$ cat src/sv/bct_pkg.sv
`default_nettype none

package bct_pkg;

    localparam int MAX_BLOCKS       = 4096;
    localparam int BLOCKS_PER_PIECE = 16;
    localparam int PIECE_SLOTS      = MAX_BLOCKS / BLOCKS_PER_PIECE;
    localparam int BLOCK_W          = $clog2(MAX_BLOCKS);
    localparam int PIECE_W          = $clog2(PIECE_SLOTS);
    localparam int SLOT_W           = $clog2(BLOCKS_PER_PIECE);
    localparam int TOTAL_W          = 13;
    localparam int COV_W            = 5;
    localparam int CNT_W            = 8;
    localparam logic [CNT_W-1:0] DL_LIMIT = 8'd255;

    // Operation codes carried in the input tuser.
    typedef enum logic [2:0] {
        MODE_BLOCK_ADD,
        MODE_BLOCK_REM,
        MODE_DL_ADD,
        MODE_DL_REM,
        MODE_PIECE_ADD,
        MODE_LOAD_BITS,
        MODE_FIND_FREE,
        MODE_FIND_LEAST
    } mode_t;

    // One stored row holds everything known about one piece.
    typedef struct packed {
        logic                                        piece_done;
        logic [COV_W-1:0]                            cov;
        logic [BLOCKS_PER_PIECE-1:0][CNT_W-1:0]      cnt;
        logic [BLOCKS_PER_PIECE-1:0]                 done;
    } row_t;

    localparam int ROW_W = $bits(row_t);

    // Operands of the shared per-block unit.
    typedef struct packed {
        mode_t              mode;
        logic               act;
        logic               done;
        logic [CNT_W-1:0]   cnt;
        logic               found;
        logic [CNT_W-1:0]   best;
        logic [COV_W-1:0]   cov;
        logic [TOTAL_W-1:0] total;
    } step_in_t;

    // Results of the shared per-block unit.
    typedef struct packed {
        logic               done;
        logic [CNT_W-1:0]   cnt;
        logic               found;
        logic [CNT_W-1:0]   best;
        logic               take;
        logic [COV_W-1:0]   cov;
        logic [TOTAL_W-1:0] total;
    } step_out_t;

    typedef enum logic [2:0] {
        ST_CLEAR,
        ST_IDLE,
        ST_READ,
        ST_LOAD,
        ST_SCAN,
        ST_WB,
        ST_DONE
    } state_t;

endpackage

`default_nettype wire

$ cat src/sv/bct_step.sv
`default_nettype none

module bct_step (
    input  wire bct_pkg::step_in_t  i,
    output bct_pkg::step_out_t      o
);

    import bct_pkg::*;

    // Applies the current operation to one block of the piece row.
    always_comb
    begin
        o.done  = i.done;
        o.cnt   = i.cnt;
        o.found = i.found;
        o.best  = i.best;
        o.take  = 1'b0;
        o.cov   = i.cov;
        o.total = i.total;
        if (i.act)
        begin
            unique case (i.mode)
                MODE_BLOCK_ADD, MODE_PIECE_ADD, MODE_LOAD_BITS:
                begin
                    if (!i.done)
                    begin
                        o.total = TOTAL_W'(i.total + 1'b1);
                        if (i.cnt == '0)
                        begin
                            o.cov = COV_W'(i.cov + 1'b1);
                        end
                        o.done = 1'b1;
                    end
                end
                MODE_BLOCK_REM:
                begin
                    if (i.done)
                    begin
                        if (i.total != '0)
                        begin
                            o.total = TOTAL_W'(i.total - 1'b1);
                        end
                        if (i.cnt == '0 && i.cov != '0)
                        begin
                            o.cov = COV_W'(i.cov - 1'b1);
                        end
                        o.done = 1'b0;
                    end
                end
                MODE_DL_ADD:
                begin
                    if (i.cnt == '0 && !i.done)
                    begin
                        o.cov = COV_W'(i.cov + 1'b1);
                    end
                    if (i.cnt != DL_LIMIT)
                    begin
                        o.cnt = CNT_W'(i.cnt + 1'b1);
                    end
                end
                MODE_DL_REM:
                begin
                    if (i.cnt != '0)
                    begin
                        o.cnt = CNT_W'(i.cnt - 1'b1);
                        if (i.cnt == CNT_W'(1) && !i.done && i.cov != '0)
                        begin
                            o.cov = COV_W'(i.cov - 1'b1);
                        end
                    end
                end
                MODE_FIND_FREE:
                begin
                    if (!i.found && !i.done && i.cnt == '0)
                    begin
                        o.found = 1'b1;
                        o.take  = 1'b1;
                    end
                end
                MODE_FIND_LEAST:
                begin
                    if (!i.done && (!i.found || i.cnt < i.best))
                    begin
                        o.best  = i.cnt;
                        o.found = 1'b1;
                        o.take  = 1'b1;
                    end
                end
                default:
                begin
                    o.take = 1'b0;
                end
            endcase
        end
    end

endmodule

`default_nettype wire

$ cat config.mk
export PLATFORM = sky130hd
export DESIGN_NAME = bct_step
export DESIGN_NICKNAME = d
export VERILOG_FILES = /design/src/sv/bct_pkg.sv /design/src/sv/bct_step.sv
export SDC_FILE = /design/constraint.sdc
export NUM_CORES = 1
export LEC_CHECK = 0
export BUFFER_PORTS_ARGS = -buffer_cell sky130_fd_sc_hd__buf_2
export CORE_ASPECT_RATIO = 0.6
export CORE_MARGIN = 2
export CORE_UTILIZATION = 55
export DETAILED_ROUTE_END_ITERATION = 10
export PLACE_DENSITY_LB_ADDON = 0.25
export SLEW_MARGIN = 20
export SYNTH_ARGS = -nofsm -noshare
export SYNTH_HDL_FRONTEND = slang
export SYNTH_SLANG_ARGS = --single-unit
$ cat constraint.sdc
create_clock -name vclk -period 1.96
set_clock_uncertainty 0.05 [all_clocks]
set_input_delay 0 -clock vclk [all_inputs]
set_output_delay 0 -clock vclk [all_outputs]
set_load 0.05 [all_outputs]
Word-level counts from Yosys, hierarchy flattened
Index checks and enable logic that the tools add are counted.
{"block": "totals", "ff_bits": 0}
{"block": "classes", "eq_ne": 9, "n_addsub": 6, "n_reduce_logical": 16, "n_lt_le_gt_ge": 1, "muxes": 21}
{"op": "2-to-1 mux 37 bit", "count": 1}
{"op": "2-to-1 mux 18 bit", "count": 2}
{"op": "one-hot mux 13 bit (2 select lines)", "count": 1}
{"op": "2-to-1 mux 5 bit", "count": 5}
{"op": "2-to-1 mux 8 bit", "count": 3}
{"op": "one-hot mux 5 bit (4 select lines)", "count": 1}
{"op": "one-hot mux 8 bit (2 select lines)", "count": 1}
{"op": "adder 13 x 1 -> 13 bit (second input constant)", "count": 1}
{"op": "2-to-1 mux 13 bit", "count": 1}
{"op": "nonzero test 13 bit", "count": 1}
{"op": "subtractor 13 x 1 -> 13 bit (second input constant)", "count": 1}
{"op": "equality test 3 bit (second input constant)", "count": 4}
{"op": "2-to-1 mux 10 bit", "count": 1}
{"op": "adder 8 x 1 -> 8 bit (second input constant)", "count": 1}
{"op": "equality test 8 x 1 -> 1 bit (second input constant)", "count": 1}
{"op": "logical NOT 8 bit", "count": 1}
{"op": "less-than comparator 8 bit", "count": 1}
{"op": "inequality test 8 bit (second input constant)", "count": 1}
{"op": "nonzero test 8 bit", "count": 1}
{"op": "subtractor 8 x 1 -> 8 bit (second input constant)", "count": 1}
{"op": "logical AND 1 bit", "count": 7}
{"op": "equality test 3 x 2 -> 1 bit (second input constant)", "count": 2}
{"op": "one-hot mux 1 bit (2 select lines)", "count": 3}
{"op": "adder 5 x 1 -> 5 bit (second input constant)", "count": 1}
{"op": "8 further kinds", "count": 10}

Depth between registers and ports, before layout
Gate-level depths: netlist (run 1).
{"block": "logic_depth", "depth_word": 7, "depth_mapped": 7}

Least setup slack after synthesis (run 1)
No wires, ideal clock.
{"block": "synth_timing", "path_type": "input port to output port", "start": "input port i[1] (netlist name)", "end": "output port o[8] (netlist name)", "t_required_ns": 1.910, "setup_slack_ns": -0.367, "path_stages": 6, "arrival_time_ns": 2.277, "cell_sequence": "inv_1 -> ha_1 -> nor4b_4 -> nand3_1 -> o32a_1 -> o31ai_1"}
{"element": "start: declaration", "line": "bct_step.sv:4", "rtl": "input wire bct_pkg::step_in_t i,"}
{"element": "end: declaration", "line": "bct_step.sv:5", "rtl": "output bct_pkg::step_out_t o"}

==> results.md, run 1 <==
- Status: complete, but fails checks
- Failing checks: negative setup slack
- Final nets: 497
- Pin count of the biggest net entering global routing: 20
- Library cell appearing most often on the critical path: buf_4
- Leakage: 1.27 nW
- Most common library cells after synthesis: 29 x nand3_1, 27 x clkbuf_1, 19 x inv_1, 19 x nor2_1, 18 x nand2_1
- Clock network fraction of total power: 0%
- Area share of xor/xnor cells in the synthesized design: roughly 2.1%
- Post-synthesis simple-gate area fraction: 46.8%
- Total overflow reported by the global router: 0
- Critical path data required time: 1910 ps
- GRT Total Usage: 31.8%
- Effective utilization at floorplan: just under 60%
- Final routed wirelength across all metal layers: just under 9 mm
- Post-synthesis mux area share: under 10%
- Most used standard cell by instance count after synthesis: nand3_1
- Post-CTS sizing: 1
- Combinational share of power: 100.0%
- Share of the yosys chip area belonging to registers: 0%
- Utilization after layout: about three quarters
- Detailed route wirelength on metal2: between 3 and 4 mm
- Row Count: 18
- Vertical extent of the die: around 56 um
- Number of library cell types mapped by synthesis: 71
- I/O pin count: 77
- M1 WL: 3.94 mm
- Global-route wire length before repair: 13.7 mm
- Sequential group share of total power: 0%
- Routed met3 length: about 1.1 mm
- Routed Antenna Nets: 0
- Time the worst path needs with I/O delays and setup: between 1500 and 2000 ps
- Critical path fanouts, max: 5
- Worst path slowest cell: or3_4
- Worst Slack Setup Final: -13.1 ps
- Number of buffers and inverters on the critical path: 3
- Post-synthesis compound-gate area fraction: about a third
- Synthesis-to-layout area growth: 27.3%
- Number of instances in the synthesized netlist: approximately 370
- Post-synthesis adder-cell area fraction: 7.15%
- Number of max-slew violations in the final report: 0
- Overall Power: between 0.7 and 0.8 mW
- Via count: ~3400
- Proportion of total power due to net switching: 68.5%
- Cell-internal power: around 0.25 mW
- Final RePlAce weighted congestion: ~0.96
- Post-synthesis instance area: 0.00245 mm2
- Port Buf Inserts: between 70 and 80
- Detail-routed net length per standard cell: 17.5 um
- Largest voltage drop on the vdd net: ~0.23 mV
- Sort of element at the end of the critical path: output port
- Share of cells above drive strength 1: between 30% and 40%
- Number of clock buffers in the layout: 0
- Number of warnings reported in the yosys synthesis log: 0
- Share of the cycle needed by the critical path after routing: 101%
- Worst path max stage delay: approximately 450 ps
- RSZ-0062 raised after global routing: true
- Slew at the pin closest to its max-slew limit: around 640 ps
- Detailed placement HPWL: ~6.6 mm
- Top area cells in the synthesized netlist: ha_1 7.2%, nand3_1 5.9%, clkbuf_1 4.1%, a221oi_1 3.6%, o2111ai_1 3.6%
- Cell Pwr Density: 256 mW/mm2
- Min-delay worst type: input pin to output port
- Final number of hold-violating endpoints: 0
- Number of violations of the max-capacitance limit: 0
- Switching power of the nets: 0.546 mW
- Drt first-iter violations: between 300 and 400
- DIE WIDTH: around 90 um
- Sequence of cells on the critical path: buf_2, buf_4, ha_1, nand4b_1, or3_4, or4_1, o2111ai_1, buf_4
- Largest area contributor in the netlist: ha_1
- Largest delay contributor family on the critical path: simple AND/OR/NAND/NOR gates
- Synth Net Count: 419
- WP data arrival: 1920 ps
- Via-to-Cell Ratio: 6.88
- Post-CTS setup-driven buffer insertion count: 0
- Via count of the first global-routing pass: 2843
- Nature of the critical path startpoint: input pin
- Post-route DRC violation count: 0
- Antenna violations before repair: 0
- Largest family of logic cells by synthesized area: simple AND/OR/NAND/NOR gates
- Final sequential cell count: 0
- CORE AREA: ~0.0042 mm2
- Uppermost layer routed: met4
- Path type of the worst setup path: input pin to output port
- Number of detailed-routing iterations run before antenna repair: 5
- Synthesized area per cell: between 6 and 7 um2
- Total setup violations reported at the end of the flow: 1
- Area occupied by registers: 0 um2
- Diode count: 0
- Portion of synthesized cell area occupied by the leading cell type: roughly 7.2%
- Number of hold buffers added after cts: 0
- Die area: approximately 0.0050 mm2
- Highest achievable clock rate: 507 MHz
- Worst slew slack as a fraction of its limit: between 50 and 60%
-- layer usage --
| layer | vias to the layer above | track usage (%) |
|---|---|---|
| li1 | 1630 | - |
| met1 | 1571 | 49.3 |
| met2 | 229 | 46.8 |
| met3 | 17 | 5.28 |
| met4 | 0 | 3.30 |
| met5 | - | 0 |
-- cell families (layout without fill, tap and decap cells) --
logic type	count (synthesis)	after routing
simple gates	181	181
mux	3	3
buf+inv	52	128
compound gates	109	109
xor+xnor	6	6
fa+ha+maj	14	14
-- worst paths after layout --
check | start | slack (ps) | end | depth (start not counted)
setup / recovery | i[1] | -10 | o[10] | 8
hold / removal | i[9] | 340 | o[9] | 3
-- placed cells by master (no fill, tap or decap), types with 5 or more instances in the layout --
cell	Yosys	routed
o2111ai_1	10	10
a31oi_1	9	8
ha_1	14	13
nor2_1	19	19
o21ai_0	12	9
nand3_1	29	28
inv_1	19	19
nor2b_1	6	6
a21oi_1	11	10
o21ai_1	2	5
and4_1	6	6
buf_2	3	74
o211ai_1	8	8
nand2_1	18	18
and3_1	7	7
nand2b_1	5	5
nand4_1	13	13
buf_4	0	32
nor4b_1	7	7
nor3_1	12	12
nor4_1	7	7
a221oi_1	10	10
and2_1	12	12
or4_1	7	6
-- layout make-up --
cell class | instances | area, um2
fillers | 366 | 1070
inverters | 19 | 71.3
repair buffers | 109 | 646
well taps | 60 | 75.1
multi-input cells | 313 | 2330
-- power by group through the flow --
| stage | Clock (mW) | Sequential [mW] | Combinational, mW |
|---|---|---|---|
| 6_report | 0 | 0 | 0.798 |
| 5_1_grt | 0 | 0 | 0.844 |
| 4_1_cts | 0 | 0 | 0.778 |
| 3_5_place_dp | 0 | 0 | 0.774 |
| 3_3_place_gp | 0 | 0 | 0.759 |
| 2_1_floorplan | 0 | 0 | 0.542 |
-- through the flow --
step | std cells | hold slack, ps | setup TNS (ps) | worst slack [ps] | cell area (um2)
5_1_grt | 501 | 361 | -102 | -50.0 | 3120
3_5_place_dp | 501 | 340 | -13.1 | -13.1 | 3090
3_3_place_gp | 501 | 338 | 0 | 29.8 | 3090
6_report | 501 | 343 | -13.1 | -13.1 | 3120
2_1_floorplan | 365 | 142 | -111 | -106 | 2520
4_1_cts | 501 | 341 | 0 | 13.2 | 3090
No activity file was read; power rests on OpenSTA's default activity.
==> inputs of run 2 (changes only) <==
--- a/config.mk
+++ b/config.mk
@@ -10,7 +10,7 @@
 export CORE_MARGIN = 2
 export CORE_UTILIZATION = 55
 export DETAILED_ROUTE_END_ITERATION = 10
-export PLACE_DENSITY_LB_ADDON = 0.25
+export PLACE_DENSITY = 0.95
 export SLEW_MARGIN = 20
 export SYNTH_ARGS = -nofsm -noshare
 export SYNTH_HDL_FRONTEND = slang
==> run 2 against run 1 <==
The flow now finishes without violations. Die area did not move. Cell count stayed put. Critical path depth down 1. Core utilization shrank 0.090 points. Count of clock-buffer cells in the layout is the same. Setup slack gained 44 ps. Critical path type unchanged. Critical endpoint is now o[32].
==> results.md, run 2 (synthesis results as in run 1) <==
- Final number of hold-violating endpoints: 0 (unchanged)
- Number of violations of the max-capacitance limit: 0 (unchanged)
- Routed Antenna Nets: 0 (unchanged)
- Worst path max stage delay: 490 ps (+40 ps)
- Sort of element at the end of the critical path: output port
- Final RePlAce weighted congestion: 0.976 (+1.3%)
- Detailed placement HPWL: 7.09 mm (+6.7%)
- Leakage: 1.27 nW (+0.19%)
- WP data arrival: 1880 ps (-40 ps)
- Highest achievable clock rate: 518 MHz (+2.3%)
- Post-route DRC violation count: 0 (unchanged)
- Effective utilization at floorplan: 58.5% (unchanged)
- Row Count: 18 (unchanged)
- Number of clock buffers in the layout: 0 (unchanged)
- Drt first-iter violations: 723 (+120%)
- Share of the cycle needed by the critical path after routing: 98.4% (-2.3 points)
- Area occupied by registers: 0 um2 (unchanged)
- I/O pin count: 77 (unchanged)
- Port Buf Inserts: 77 (unchanged)
- Synthesis-to-layout area growth: 27.2%
- Final sequential cell count: 0 (unchanged)
- Cell Pwr Density: 259 mW/mm2 (+1.3%)
- Most common library cell in the layout ignoring fill and taps: buf_2
- Nature of the critical path startpoint: input pin
- Number of hold buffers added after cts: 0 (unchanged)
- Filler Cells Inserted: 304 (-17%)
- Library cell appearing most often on the critical path: buf_2
- Sequence of cells on the critical path: buf_2, inv_1, ha_2, or3b_2, a2111oi_0, o22a_1, buf_2
- Share of cells above drive strength 1: 32.4% (unchanged)
- Largest delay contributor family on the critical path: compound AO/OA/AOI/OAI gates
- Number of buffers and inverters on the critical path: 3 (unchanged)
- Number of max-slew violations in the final report: 0 (unchanged)
- Pin count of the biggest net entering global routing: 20 (unchanged)
- DIE WIDTH: 90.1 um (unchanged)
- Number of detailed-routing iterations run before antenna repair: 7 (+2)
- RSZ-0062 raised after global routing: true
- Utilization after layout: 74.3% (-0.090 points)
- Worst path slowest cell: or3b_2
- Overall Power: 0.807 mW (+1.2%)
- Critical path fanouts, max: 7 (+2)
- GRT Total Usage: 34.3% (+2.5 points)
- Largest voltage drop on the vdd net: 0.155 mV (-33%)
- Via-to-Cell Ratio: 7.35 (+6.8%)
- Critical path data required time: 1910 ps (about the same)
- Slew at the pin closest to its max-slew limit: 806 ps (+164 ps)
- Time the worst path needs with I/O delays and setup: 1930 ps (-44.3 ps)
- Total overflow reported by the global router: 0 (unchanged)
- Status: completed
- Via count of the first global-routing pass: 3196 (+12%)
- Vertical extent of the die: 55.7 um (unchanged)
- Final routed wirelength across all metal layers: 9.29 mm (+6.0%)
- Total setup violations reported at the end of the flow: 0 (-1)
- Die area: 0.00502 mm2 (unchanged)
- Worst slew slack as a fraction of its limit: 45.8% (-11 points)
- Min-delay worst type: input pin to output port
- Commonest cells after routing, fill and taps aside: 74 x buf_2, 32 x buf_4, 28 x nand3_1
- CORE AREA: 0.00419 mm2 (unchanged)
- Antenna violations before repair: 0 (unchanged)
- Final nets: 497 (unchanged)
- Via count: 3681 (+6.8%)
- Detail-routed net length per standard cell: 18.5 um (+6.0%)
- Global-route wire length before repair: 14.9 mm (+8.3%)
- Diode count: 0 (unchanged)
- Path type of the worst setup path: input pin to output port
-- run 2: tightest hold or removal path: cells and delay by family --
kind,cells,cell delay [ps]
xor gates and xnor gates,1,70
buffers and inverters,2,320
-- run 2: path summary, 6_finish.rpt --
path,startpoint,endpoint,slack [ps],cells after the start
worst max-delay path,i[28],o[32],30,7
worst min-delay path,i[9],o[9],340,3
-- run 2: routing by layer --
layer	routed length [um]	GRT usage (%)
met5	0	0
met4	246	6.15
met3	1590	8.94
met2	3750	51.2
met1	3700	49.8
-- run 2: cell type report --
class / count / area [um2] / area share (%)
Inverter: 19 / 71.3 / 2.29
Tap cell: 60 / 75.1 / 2.41
Multi-Input combinational cell: 313 / 2330 / 75.0
Timing Repair Buffer: 109 / 633 / 20.3
-- run 2: timing repair --
action,in CTS,in global routing
resized for setup,0,9
setup buffers,0,1
setup endpoints to repair,0,17
-- run 2: power breakdown --
part / internal, mW / switching, mW / leakage, nW
logic: 0.248 / 0.559 / 1.27
registers: 0 / 0 / 0
clock network: 0 / 0 / 0
total: 0.248 / 0.559 / 1.27
-- run 2: per-stage QoR --
stage | setup TNS [ps] | hold slack, ps | cells | instance area [um2] | setup WS [ps]
floorplan | -111 | 142 | 365 | 2520 | -106
global route | -76.5 | 354 | 501 | 3110 | -39.3
global placement | 0 | 332 | 500 | 3070 | 77.0
CTS | 0 | 343 | 500 | 3070 | 25.6
detailed placement | 0 | 346 | 500 | 3070 | 49.4
finish | 0 | 344 | 501 | 3110 | 31.2
